===== src/sv/sebp_pkg.sv =====
`timescale 1ns / 1ps
// Shared types and constants for the serial EEPROM bit protocol block.
// Used by sebp_ctrl, sebp_datapath and serial_eeprom_bit_protocol.
package sebp_pkg;

  // Default store sizes in bytes.
  localparam int unsigned LARGE_BYTES_DEF = 8192;
  localparam int unsigned SMALL_BYTES_DEF = 512;

  // Configuration register map.
  localparam int unsigned REG_IDX_W  = 1;
  localparam int unsigned PADDR_W    = REG_IDX_W + 2;
  localparam logic [REG_IDX_W-1:0] REG_START_LARGE = 1'b0;

  // Bus command codes.
  localparam logic CMD_WRITE = 1'b0;
  localparam logic CMD_READ  = 1'b1;

  // Protocol thresholds on the remaining transfer count.
  localparam logic [15:0] GROW_LIMIT  = 16'd72;
  localparam logic [15:0] WADDR_LIMIT = 16'd65;
  localparam logic [15:0] STOP_COUNT  = 16'd1;

  // Read slot counts: dummy slots first, then data slots.
  localparam logic [6:0] READ_SLOTS = 7'd68;
  localparam logic [6:0] DATA_SLOTS = 7'd64;

  // Read result codes and the erased byte value.
  localparam logic [7:0] READY_VALUE = 8'd1;
  localparam logic [7:0] DUMMY_VALUE = 8'd0;
  localparam logic [7:0] RANGE_ERR   = 8'hFF;
  localparam logic [7:0] ERASED_BYTE = 8'hFF;

  // Serial protocol phase.
  typedef enum logic [2:0] {
    PH_IDLE,
    PH_PENDING,
    PH_WRITE,
    PH_READ_ADDR,
    PH_READ
  } phase_e;

  // Controller states.
  typedef enum logic [1:0] {
    ST_SWEEP,
    ST_READY,
    ST_FETCH
  } ctrl_state_e;

  // Commands from the controller to the datapath.
  typedef struct packed {
    logic sweep_en;
    logic item_accept;
    logic fetch_done;
  } ctrl_cmd_t;

  // Status from the datapath to the controller.
  typedef struct packed {
    logic sweep_last;
    logic need_fetch;
    logic out_busy;
    logic cfg_clear;
  } dp_status_t;

endpackage


===== src/sv/sebp_ctrl.sv =====
`timescale 1ns / 1ps
// Controller: clearing pass, request acceptance and memory fetch sequencing.
// Depends on sebp_pkg for the state enum and the command and status structs.
module sebp_ctrl (
  input  logic                   clk_i,
  input  logic                   rst_ni,
  input  logic                   in_valid_i,
  input  logic                   out_ready_i,
  input  sebp_pkg::dp_status_t   status_i,
  output logic                   in_ready_o,
  output sebp_pkg::ctrl_cmd_t    cmd_o
);

  sebp_pkg::ctrl_state_e state_q, state_d;
  logic in_ready;

  // State register; reset starts the clearing pass.
  always_ff @(posedge clk_i or negedge rst_ni) begin
    if (!rst_ni) begin
      state_q <= sebp_pkg::ST_SWEEP;
    end else begin
      state_q <= state_d;
    end
  end

  // Next state and commands.
  always_comb begin
    in_ready = (state_q == sebp_pkg::ST_READY) && (!status_i.out_busy || out_ready_i);
    cmd_o.sweep_en    = (state_q == sebp_pkg::ST_SWEEP);
    cmd_o.item_accept = in_valid_i && in_ready;
    cmd_o.fetch_done  = (state_q == sebp_pkg::ST_FETCH);
    state_d = state_q;
    if (status_i.cfg_clear) begin
      state_d = sebp_pkg::ST_SWEEP;
    end else begin
      unique case (state_q)
        sebp_pkg::ST_SWEEP: begin
          if (status_i.sweep_last) state_d = sebp_pkg::ST_READY;
        end
        sebp_pkg::ST_READY: begin
          if (cmd_o.item_accept && status_i.need_fetch) state_d = sebp_pkg::ST_FETCH;
        end
        sebp_pkg::ST_FETCH: begin
          state_d = sebp_pkg::ST_READY;
        end
        default: begin
          state_d = sebp_pkg::ST_READY;
        end
      endcase
    end
  end

  assign in_ready_o = in_ready;

endmodule


===== config.mk =====
export PLATFORM = sky130hd
export DESIGN_NAME = sebp_ctrl
export DESIGN_NICKNAME = d
export VERILOG_FILES = /design/src/sv/sebp_pkg.sv /design/src/sv/sebp_ctrl.sv
export SDC_FILE = /design/constraint.sdc
export NUM_CORES = 1
export LEC_CHECK = 0
export BUFFER_PORTS_ARGS = -buffer_cell sky130_fd_sc_hd__buf_2
export CAP_MARGIN = 20
export CORE_AREA = 5 5 42 44
export CTS_CLUSTER_DIAMETER = 150
export DETAILED_ROUTE_END_ITERATION = 6
export DIE_AREA = 0 0 47 49
export GPL_ROUTABILITY_DRIVEN = 0
export PLACE_DENSITY = 0.37
export REMOVE_ABC_BUFFERS = 1
export SYNTH_ARGS = -nofsm -noshare
export SYNTH_HDL_FRONTEND = slang
export SYNTH_SLANG_ARGS = --single-unit

===== constraint.sdc =====
create_clock -name clk_i -period 1.24 [get_ports clk_i]
set_input_delay 0.248 -clock clk_i [delete_from_list [all_inputs] [get_ports clk_i]]
set_output_delay 0.248 -clock clk_i [all_outputs]
set_load 0.02 [all_outputs]

==> results of run 1 <==
[through the flow]
stage | setup WS [ns] | util, % | setup TNS [ns] | std cells
2_1_floorplan | -0.0162 | - | -0.0162 | 10
3_3_place_gp | 0.0223 | 15.3 | 0 | 39
3_5_place_dp | 0.0202 | 15.3 | 0 | 39
4_1_cts | -0.120 | 18.8 | -0.233 | 44
5_1_grt | -0.172 | 19.0 | -0.381 | 44
6_report | -0.111 | 19.0 | -0.200 | 44
[kinds of logic (layout without fill, tap and decap cells)]
kind of cell	count (synthesis)	in the layout	synth area share, %
flops	2	2	40.4
simple gates	7	7	52.5
buf+inv	0	18	0
compound gates	1	1	7.07
[placed cells by master, fill, tap and decap left out]
cell and count:
buf_6 1, and2_4 1, a311oi_1 1, buf_2 8
nor2_1 1, clkbuf_4 3, and4b_1 1, nor2b_4 1
nor3b_4 1, dfrtp_1 2, nor3_1 1, dlygate4sd3_1 1
nor2b_1 1, buf_4 5
[final cells by class]
| class | count | area [um^2] | area share [%] |
|---|---|---|---|
| clock buffer | 3 | 22.5 | 8.45 |
| multi-input combinational | 8 | 75.1 | 28.2 |
| sequential | 2 | 50.0 | 18.8 |
| tap | 16 | 20.0 | 7.51 |
| timing repair buffer | 15 | 98.8 | 37.1 |
[worst paths after layout]
path                                             start                     end  slack [ns]  depth (start not counted)
max in group asynchronous                       rst_ni  state_q[1]$_DFFE_PN0P_        0.79                          2
worst max register to register  state_q[0]$_DFFE_PN0P_  state_q[0]$_DFFE_PN0P_        0.24                          3
worst max-delay path            state_q[1]$_DFFE_PN0P_                cmd_o[1]       -0.11                          3
worst min register to register  state_q[0]$_DFFE_PN0P_  state_q[0]$_DFFE_PN0P_        0.77                          3
worst min-delay path                       status_i[0]  state_q[0]$_DFFE_PN0P_        0.19                          2
min in group asynchronous                       rst_ni  state_q[0]$_DFFE_PN0P_        0.35                          2
[power by group through the flow]
stage | clock (mW) | sequential [mW] | combinational (mW)
after global placement | 0 | 0.0727 | 0.0537
after floorplan | 0 | 0.0725 | 0.0272
after CTS | 0.153 | 0.0709 | 0.0685
after detailed placement | 0 | 0.0730 | 0.0550
final | 0.144 | 0.0709 | 0.0682
after global routing | 0.152 | 0.0711 | 0.0737
[metal layers]
| layer | up-vias | GRT usage [%] |
|---|---|---|
| met5 | - | 0 |
| li1 | 74 | - |
| met2 | 12 | 3.85 |
| met4 | 0 | 6.91 |
| met1 | 59 | 5.05 |
| met3 | 0 | 2.95 |
[worst max-delay path, delay by kind of cell (launching register included)]
kind / cells / cell delay [ns]
buffers and inverters: 1 / 0.11
AND/OR/NAND/NOR: 2 / 0.38
flip-flops: 1 / 0.39
[repair_timing]
item,4_1_cts,5_1_grt
hold buffers,1,0
buffers inserted,1,0
endpoints found under the setup margin,4,4
pin swaps,2,0
hold endpoints to repair,2,0
resized for setup,4,1
==> insert_results.sql, run 1 <==
INSERT INTO impl_metrics (metric_group, metric, value, unit) VALUES
('grt', 'antenna_violations_before_repair', '0', ''),
('power_and_ir_drop', 'fin_total_pwr', '0.283', 'mW'),
('setup_path', 'maximum_fanout_encountered_on_the_critical_timing_path', '3', ''),
('timing', 'final_count_of_negative_setup_slack_endpoints', '4', ''),
('synthesis', 'sequential_area_share_after_synthesis', '40.4', '%'),
('finish', 'layout_top_registers', 'state_q x2', ''),
('clock_network', 'cts.sink_count', '2', ''),
('timing', 'post-route-worst-setup-slack', '-0.111', 'ns'),
('status', 'failed_checks', 'negative setup slack', ''),
('clock_network', 'clock_tree.root_cell', 'clkbuf_4', ''),
('setup_path', 'cp.arrival', '1.10', 'ns'),
('timing', 'grt_setup_unrepaired', 'true', ''),
('finish', 'syn_to_final_growth', '115', '%'),
('synthesis', 'synth.top_cell.area_share', '40.4', '%'),
('detailed_routing', 'dr.pass1.iters', '1', ''),
('finish', 'max_flop_register', 'state_q', ''),
('finish', 'drive_gt1_share', '71.4', '%'),
('placement', 'io_buffers', '11', ''),
('timing', 'final-max-slew-violation-count', '0', ''),
('synthesis', 'yosysMostFrequentCell', 'dfrtp_1', ''),
('power_and_ir_drop', 'clkPwrFrac', '50.8', '%'),
('die', 'placementRows', '14', ''),
('synthesis', 'warnings_synthesis', '0', ''),
('timing', 'worstMarginPinSlew', '0.213', 'ns'),
('die', 'horizontal_extent_of_the_die', '47', 'um'),
('timing', 'final.period_utilization', '109', '%'),
('clock_network', 'ctsLongestPathBuffers', '2', ''),
('setup_path', 'critical_path.startpoint_type', 'flop', ''),
('power_and_ir_drop', 'portion_of_total_power_attributed_to_combinational_logic', '24.1', '%'),
('detailed_routing', 'met2_length', '128', 'um'),
('detailed_routing', 'drcViolationCount', '0', ''),
('synthesis', 'synthesis.area', '124', 'um^2'),
('timing', 'min_period', '1.35', 'ns'),
('synthesis', 'asyncSetResetFlopFracSynth', '100', '%'),
('setup_path', 'timing.critical_path.required', '0.99', 'ns'),
('timing', 'worst_clock_skew', '0.00271', 'ns'),
('die', 'initial_utilization', '8.84', '%'),
('finish', 'num-nets-final', '38', ''),
('power_and_ir_drop', 'power_frac_seq', '25.1', '%'),
('power_and_ir_drop', 'vdd_ir_drop_max', '0.291', 'mV'),
('die', 'num_io_pins', '12', ''),
('grt', 'grt_first_pass_wirelength', '641', 'um'),
('synthesis', 'synth_area_per_cell', '12.4', 'um^2'),
('power_and_ir_drop', 'total_switching_power', '0.0690', 'mW'),
('power_and_ir_drop', 'leakage_power_total', '0.139', 'nW'),
('synthesis', 'yosys.area.top_type', 'dfrtp_1', ''),
('grt', 'number_of_global_route_vias_before_repair', '175', ''),
('grt', 'grtUsageTotal', '4.44', '%'),
('timing', 'timing_hold_violations_final', '0', ''),
('die', 'die_height', '49', 'um'),
('synthesis', 'synth.distinct_cells', '9', ''),
('detailed_routing', 'drt-wirelength-per-cell', '9.66', 'um'),
('detailed_routing', 'dr_total_vias', '145', ''),
('die', 'design.die.area', '0.00230', 'mm^2'),
('synthesis', 'ys_ff_latch', '2', ''),
('hold_path', 'class_of_the_worst_hold_path', 'in -> reg', ''),
('clock_network', 'cts_tree', 'done', ''),
('synthesis', 'synth_edf_count', '0', ''),
('setup_path', 'worst_setup_path_end_kind', 'primary output', ''),
('timing', 'relSlewSlack', '85.7', '%'),
('synthesis', 'synthesis.instances', '10', ''),
('detailed_routing', 'first_iter_violations', '0', ''),
('setup_path', 'critical_path.cell_chain', 'nor3b_4 -> and2_4 -> buf_6', ''),
('synthesis', 'synth.top_cells.by_area', 'dfrtp_1, nor3b_4, nor2b_4, and4b_1, a311oi_1', ''),
('timing', 'hold_slack', '0.194', 'ns'),
('status', 'run_status', 'finished with violations', ''),
('synthesis', 'yosys_most_used_dff', 'dfrtp_1', ''),
('clock_network', 'numCtsBuffers', '3', ''),
('clock_network', 'cts_max_level', '1', ''),
('job', 'cap_viol_max_count', '0', ''),
('detailed_routing', 'vias_per_cell', '3.30', '');
Power figures use the tool's default switching activity.
==> run 2: changes to the inputs <==
--- a/config.mk
+++ b/config.mk
@@ -12,7 +12,7 @@
 export DETAILED_ROUTE_END_ITERATION = 6
 export DIE_AREA = 0 0 47 49
 export GPL_ROUTABILITY_DRIVEN = 0
-export PLACE_DENSITY = 0.37
+export PLACE_DENSITY = 0.38
 export REMOVE_ABC_BUFFERS = 1
 export SYNTH_ARGS = -nofsm -noshare
 export SYNTH_HDL_FRONTEND = slang
==> constraint.sdc (replaced) <==
create_clock -name clk_i -period 1.1 [get_ports clk_i]
set_input_delay 0.22 -clock clk_i [delete_from_list [all_inputs] [get_ports clk_i]]
set_output_delay 0.22 -clock clk_i [all_outputs]
set_load 0.02 [all_outputs]
==> run 2 against run 1 <==
Effect of this change: the flow still finishes with violations (negative setup slack); setup slack got worse by 0.086 ns; global-route usage increased by 0.21 points; wire length increased by 4.7%; via count increased by 7.6%; combinational power increased by 42%; design area increased by 13%; worst hold slack got worse by 0.023 ns; clock skew decreased by 0.0011 ns.
==> insert_results.sql, run 2 (same netlist as run 1, synthesis figures left out) <==
INSERT INTO impl_metrics (metric_group, metric, value, unit) VALUES
('setup_path', 'critical_path.max_stage_delay', '0.39', 'ns'),
('clock_network', 'clock_tree.root_cell', 'clkbuf_4', ''),
('clock_network', 'clock_latency', '0.22', 'ns'),
('clock_network', 'ctsLongestPathBuffers', '2', ''),
('setup_path', 'critical_path_class', 'reg -> out', ''),
('timing', 'final-max-slew-violation-count', '0', ''),
('finish', 'largest_register_ffs', '2', ''),
('die', 'design.core.area', '0.00140', 'mm^2'),
('detailed_routing', 'drcViolationCount', '0', ''),
('grt', 'antenna_violations_before_repair', '0', ''),
('timing', 'final.period_utilization', '118', '%'),
('power_and_ir_drop', 'leakage_power_total', '0.151', 'nW'),
('finish', 'layout_top_registers', 'state_q x2', ''),
('clock_network', 'numCtsBuffers', '3', ''),
('detailed_routing', 'final_antenna_violating_net_count', '0', ''),
('detailed_routing', 'drt-wirelength-per-cell', '9.89', 'um'),
('timing', 'relSlewSlack', '84.3', '%'),
('timing', 'worstMarginPinSlew', '0.234', 'ns'),
('setup_path', 'worst_path_dominant_cell_family', 'flip-flops', ''),
('power_and_ir_drop', 'power_density', '1110', 'mW/mm^2'),
('finish', 'max_flop_register', 'state_q', ''),
('clock_network', 'cts_tree', 'done', ''),
('finish', 'leading_cell_types_in_the_layout_fill_and_taps_excluded', 'buf_2, buf_6, buf_4, clkbuf_4, dfrtp_1', ''),
('finish', 'antenna-diode-count', '0', ''),
('timing', 'timing_hold_violations_final', '0', ''),
('detailed_routing', 'first_iter_violations', '0', ''),
('placement', 'io_buffers', '11', ''),
('timing', 'post-route-worst-setup-slack', '-0.197', 'ns'),
('finish', 'finalNonFillerCells', '45', ''),
('setup_path', 'worst_setup_path_end_kind', 'primary output', ''),
('timing', 'grt_setup_unrepaired', 'true', ''),
('die', 'placementRows', '14', ''),
('placement', 'placed_cells_incl_taps', '40', ''),
('timing', 'min_period', '1.30', 'ns'),
('setup_path', 'cp.arrival', '1.08', 'ns'),
('setup_path', 'critical_path.slowest_cell', 'dfrtp_1', ''),
('grt', 'grt-ovfl-total', '0', ''),
('grt', 'number_of_global_route_vias_before_repair', '169', ''),
('setup_path', 'timing.critical_path.required', '0.88', 'ns'),
('die', 'die_height', '49', 'um'),
('timing', 'final_count_of_negative_setup_slack_endpoints', '4', ''),
('setup_path', 'reg2reg_setup_slack', '0.04', 'ns'),
('power_and_ir_drop', 'vdd_ir_drop_max', '0.328', 'mV'),
('status', 'failed_checks', 'negative setup slack', ''),
('clock_network', 'clk_transition_reported_paths', '0.03', 'ns'),
('detailed_routing', 'vias_per_cell', '3.47', ''),
('timing', 'worst_clock_skew', '0.00162', 'ns'),
('timing', 'max_clock_freq', '0.771', 'GHz'),
('grt', 'grtUsageTotal', '4.64', '%'),
('finish', 'layout_commonest_cell', 'buf_2', ''),
('clock_network', 'cts_max_level', '1', ''),
('die', 'design.die.area', '0.00230', 'mm^2'),
('die', 'num_io_pins', '12', ''),
('grt', 'grt_first_pass_wirelength', '676', 'um'),
('job', 'cap_viol_max_count', '0', ''),
('finish', 'drive_gt1_share', '79.3', '%'),
('placement', 'dp_worst_setup_slack', '-0.0570', 'ns'),
('clock_network', 'cts.sink_count', '2', ''),
('finish', 'syn_to_final_growth', '143', '%'),
('die', 'horizontal_extent_of_the_die', '47', 'um'),
('setup_path', 'maximum_fanout_encountered_on_the_critical_timing_path', '2', ''),
('setup_path', 'crit_buf_inv', '1', ''),
('grt', 'grt_start_max_net_pins', '4', ''),
('timing', 'totalNegativeSetupSlack', '-0.639', 'ns'),
('detailed_routing', 'drt-total-wl', '445', 'um'),
('detailed_routing', 'dr.pass1.iters', '1', ''),
('hold_path', 'class_of_the_worst_hold_path', 'in -> reg', ''),
('die', 'initial_utilization', '8.84', '%'),
('finish', 'num-nets-final', '39', ''),
('setup_path', 'critical_path.cell_chain', 'nor3b_4 -> and2_4 -> buf_6', ''),
('status', 'run_status', 'finished with violations', ''),
('detailed_routing', 'dr_total_vias', '156', ''),
('setup_path', 'critical_path.startpoint_type', 'flop', '');
==> run 2: timing repair <==
item                                    4_1_cts  5_1_grt
buffers inserted                              1        0
pin swaps                                     2        1
endpoints found under the setup margin        4        6
resized for setup                            10        2
endpoints found under the hold margin         2        0
hold buffers                                  1        0
==> run 2: metal layers <==
| layer | track usage (%) | routed length [um] | vias to the layer above |
|---|---|---|---|
| met2 | 4.30 | 162 | 12 |
| met5 | 0 | 0 | - |
| met1 | 5.70 | 180 | 66 |
| met3 | 3.32 | 102 | 0 |
| li1 | - | - | 78 |
| met4 | 5.53 | 0 | 0 |
==> run 2: power by group <==
group | internal, mW | total [mW] | switching [mW] | leakage (nW)
clock | 0.120 | 0.159 | 0.0385 | 0.0138
sequential | 0.0778 | 0.0800 | 0.00224 | 0.0264
combinational | 0.0567 | 0.0970 | 0.0403 | 0.110
==> run 2: final timing paths <==
path                                     endpoint                   start  cells past startpoint
max reg2reg                state_q[1]$_DFFE_PN0P_  state_q[1]$_DFFE_PN0P_                      4
min                        state_q[0]$_DFFE_PN0P_             status_i[0]                      2
max in group asynchronous  state_q[0]$_DFFE_PN0P_                  rst_ni                      2
min reg2reg                state_q[0]$_DFFE_PN0P_  state_q[0]$_DFFE_PN0P_                      3
min in group asynchronous  state_q[1]$_DFFE_PN0P_                  rst_ni                      2
max                                      cmd_o[1]  state_q[1]$_DFFE_PN0P_                      3
==> run 2: per-stage QoR <==
step	total power, mW	instance area (um^2)	hold slack (ns)	util, %
2_1_floorplan	0.112	124	-0.0756	-
3_3_place_gp	0.146	221	0.00583	15.8
3_5_place_dp	0.149	221	0.0112	15.8
4_1_cts	0.343	293	0.155	20.9
5_1_grt	0.350	302	0.172	21.5
6_report	0.335	302	0.171	21.5
==> run 2: final cells by class <==
type | count | area (um^2)
Clock buffer | 3 | 22.5
Sequential cell | 2 | 50.0
Timing Repair Buffer | 16 | 120
Multi-Input combinational cell | 8 | 88.8
Fill cell | 160 | 1100
Tap cell | 16 | 20.0
==> run 3: changes to the inputs <==
--- a/config.mk
+++ b/config.mk
@@ -8,11 +8,13 @@
 export BUFFER_PORTS_ARGS = -buffer_cell sky130_fd_sc_hd__buf_2
 export CAP_MARGIN = 20
 export CORE_AREA = 5 5 42 44
+export CTS_BUF_LIST = sky130_fd_sc_hd__clkbuf_16
 export CTS_CLUSTER_DIAMETER = 150
 export DETAILED_ROUTE_END_ITERATION = 6
 export DIE_AREA = 0 0 47 49
 export GPL_ROUTABILITY_DRIVEN = 0
 export PLACE_DENSITY = 0.38
+export RECOVER_POWER = 25
 export REMOVE_ABC_BUFFERS = 1
 export SYNTH_ARGS = -nofsm -noshare
 export SYNTH_HDL_FRONTEND = slang
==> run 3 against run 2 <==
Effect of this change: the flow still finishes with violations (negative setup slack); clock skew shrank 0.0013 ns; power grew 110%; sequential cell count is the same.
==> insert_results.sql, run 3 (same netlist as run 1, synthesis figures left out) <==
INSERT INTO impl_metrics (metric_group, metric, value, unit) VALUES
('status', 'run_status', 'finished with violations', ''),
('status', 'failed_checks', 'negative setup slack', ''),
('setup_path', 'maximum_fanout_encountered_on_the_critical_timing_path', '2', ''),
('timing', 'post-route-worst-setup-slack', '-0.194', 'ns'),
('die', 'die_height', '49', 'um'),
('power_and_ir_drop', 'vdd_ir_drop_max', '0.640', 'mV'),
('power_and_ir_drop', 'p_int', '0.596', 'mW'),
('timing', 'final_count_of_negative_setup_slack_endpoints', '4', ''),
('finish', 'design_area', '353', 'um^2'),
('timing', 'worst_clock_skew', '0.000313', 'ns'),
('finish', 'num-nets-final', '39', ''),
('timing', 'grt_setup_unrepaired', 'true', ''),
('finish', 'max_flop_register', 'state_q', ''),
('die', 'horizontal_extent_of_the_die', '47', 'um'),
('setup_path', 'critical_path.slowest_cell', 'dfrtp_1', ''),
('power_and_ir_drop', 'power.share.switching', '17.0', '%'),
('timing', 'relSlewSlack', '84.4', '%'),
('hold_path', 'class_of_the_worst_hold_path', 'in -> reg', ''),
('detailed_routing', 'drt-total-wl', '470', 'um'),
('detailed_routing', 'dr_total_vias', '163', ''),
('finish', 'leading_cell_types_in_the_layout_fill_and_taps_excluded', 'buf_2, buf_6, buf_4, clkbuf_16, dfrtp_1', ''),
('finish', 'finalNonFillerCells', '45', ''),
('setup_path', 'worst_setup_path_end_kind', 'primary output', ''),
('die', 'placementRows', '14', ''),
('clock_network', 'clock_tree.root_cell', 'clkbuf_16', ''),
('die', 'design.core.area', '0.00140', 'mm^2'),
('timing', 'hold_slack', '0.172', 'ns'),
('power_and_ir_drop', 'leakage_power_total', '0.171', 'nW'),
('grt', 'number_of_global_route_vias_before_repair', '170', ''),
('finish', 'num-fill-cells', '159', ''),
('detailed_routing', 'drcViolationCount', '0', ''),
('detailed_routing', 'drt-wirelength-per-cell', '10.4', 'um'),
('grt', 'grt-ovfl-total', '0', ''),
('placement', 'io_buffers', '11', ''),
('clock_network', 'clk_transition_reported_paths', '0.03', 'ns'),
('detailed_routing', 'final_antenna_violating_net_count', '0', ''),
('finish', 'post-route-util', '25.2', '%'),
('grt', 'grtUsageTotal', '5.21', '%'),
('finish', 'layout_top_registers', 'state_q x2', ''),
('power_and_ir_drop', 'total_switching_power', '0.122', 'mW'),
('die', 'initial_utilization', '8.84', '%'),
('timing', 'final.period_utilization', '118', '%'),
('placement', 'dp_worst_setup_slack', '-0.0570', 'ns'),
('timing', 'final-max-slew-violation-count', '0', ''),
('timing', 'timing_hold_violations_final', '0', ''),
('timing', 'totalNegativeSetupSlack', '-0.625', 'ns'),
('grt', 'grt_start_max_net_pins', '4', ''),
('setup_path', 'critical_path_class', 'reg -> out', ''),
('timing', 'worstMarginPinSlew', '0.233', 'ns'),
('power_and_ir_drop', 'power_density', '2030', 'mW/mm^2'),
('clock_network', 'cts.sink_count', '2', ''),
('timing', 'min_period', '1.29', 'ns'),
('power_and_ir_drop', 'fin_total_pwr', '0.718', 'mW'),
('job', 'cap_viol_max_count', '0', ''),
('finish', 'antenna-diode-count', '0', ''),
('finish', 'syn_to_final_growth', '185', '%'),
('power_and_ir_drop', 'power_frac_seq', '11.1', '%'),
('setup_path', 'reg2reg_setup_slack', '0.04', 'ns'),
('clock_network', 'cts_max_level', '1', ''),
('grt', 'grt_first_pass_wirelength', '710', 'um'),
('placement', 'detailed_place.area', '221', 'um^2'),
('power_and_ir_drop', 'portion_of_total_power_attributed_to_combinational_logic', '13.4', '%'),
('timing', 'max_clock_freq', '0.773', 'GHz'),
('finish', 'drive_gt1_share', '75.9', '%'),
('placement', 'placed_cells_incl_taps', '40', ''),
('grt', 'antenna_violations_before_repair', '0', ''),
('setup_path', 'critical_path.max_stage_delay', '0.39', 'ns'),
('clock_network', 'ctsLongestPathBuffers', '2', ''),
('finish', 'largest_register_ffs', '2', ''),
('setup_path', 'critical_path.startpoint_type', 'flop', ''),
('setup_path', 'critical_path.cell_chain', 'nor3b_4 -> and2_4 -> buf_6', ''),
('die', 'num_io_pins', '12', ''),
('setup_path', 'cp.arrival', '1.07', 'ns'),
('clock_network', 'clock_latency', '0.22', 'ns'),
('clock_network', 'cts_tree', 'done', ''),
('power_and_ir_drop', 'clkPwrFrac', '75.4', '%'),
('finish', 'layout_commonest_cell', 'buf_2', ''),
('detailed_routing', 'first_iter_violations', '0', ''),
('setup_path', 'timing.critical_path.required', '0.88', 'ns'),
('die', 'design.die.area', '0.00230', 'mm^2'),
('detailed_routing', 'dr.pass1.iters', '1', ''),
('detailed_routing', 'vias_per_cell', '3.62', ''),
('clock_network', 'numCtsBuffers', '3', '');
run 3: changes by cell type in the layout (fill, tap and decap cells not counted):
cell,previous run,this run
clkbuf_16,0,3
clkbuf_4,3,0
buf_2,7,6
clkbuf_1,0,1
run 3: timing repair:
item | CTS | global route
hold endpoints to repair | 2 | 0
setup endpoints to repair | 4 | 6
hold buffers | 1 | 0
gates resized for setup | 10 | 2
pin swaps | 2 | 1
cloned | 0 | 0
buffers inserted | 1 | 0
run 3: worst max-delay path, delay by kind of cell, from the launching register on:
family / cells / cell delay [ns]
simple gates: 2 / 0.35
flops: 1 / 0.39
buf+inv: 1 / 0.11
run 3: path summary, 6_finish.rpt:
kind / startpoint / endpoint / depth (start not counted)
worst max-delay path: state_q[1]$_DFFE_PN0P_ / cmd_o[1] / 3
worst min-delay path: status_i[0] / state_q[0]$_DFFE_PN0P_ / 2
worst max register to register: state_q[1]$_DFFE_PN0P_ / state_q[1]$_DFFE_PN0P_ / 4
worst min register to register: state_q[0]$_DFFE_PN0P_ / state_q[0]$_DFFE_PN0P_ / 3
max in group asynchronous: rst_ni / state_q[0]$_DFFE_PN0P_ / 2
min in group asynchronous: rst_ni / state_q[1]$_DFFE_PN0P_ / 2
run 3: cell type report:
type / count / area, um^2 / area share [%]
repair buffers: 16 / 119 / 33.7
clock buffers: 3 / 75.1 / 21.3
multi-input cells: 8 / 88.8 / 25.2
flip-flops and latches: 2 / 50.0 / 14.2
well taps: 16 / 20.0 / 5.67
run 3: power by group through the flow:
stage | Combinational, mW | Clock (mW) | Sequential [mW]
6_report | 0.0964 | 0.541 | 0.0800
5_1_grt | 0.103 | 0.557 | 0.0805
4_1_cts | 0.0935 | 0.553 | 0.0801
3_5_place_dp | 0.0677 | 0 | 0.0809
3_3_place_gp | 0.0660 | 0 | 0.0803
2_1_floorplan | 0.0306 | 0 | 0.0817
run 3: per-layer routing:
| layer | track usage, % | wire (um) | vias to the layer above |
|---|---|---|---|
| met3 | 4.43 | 106 | 4 |
| met2 | 4.30 | 146 | 14 |
| li1 | - | - | 78 |
| met5 | 0 | 0 | - |
| met4 | 6.91 | 26 | 0 |
| met1 | 6.14 | 190 | 67 |
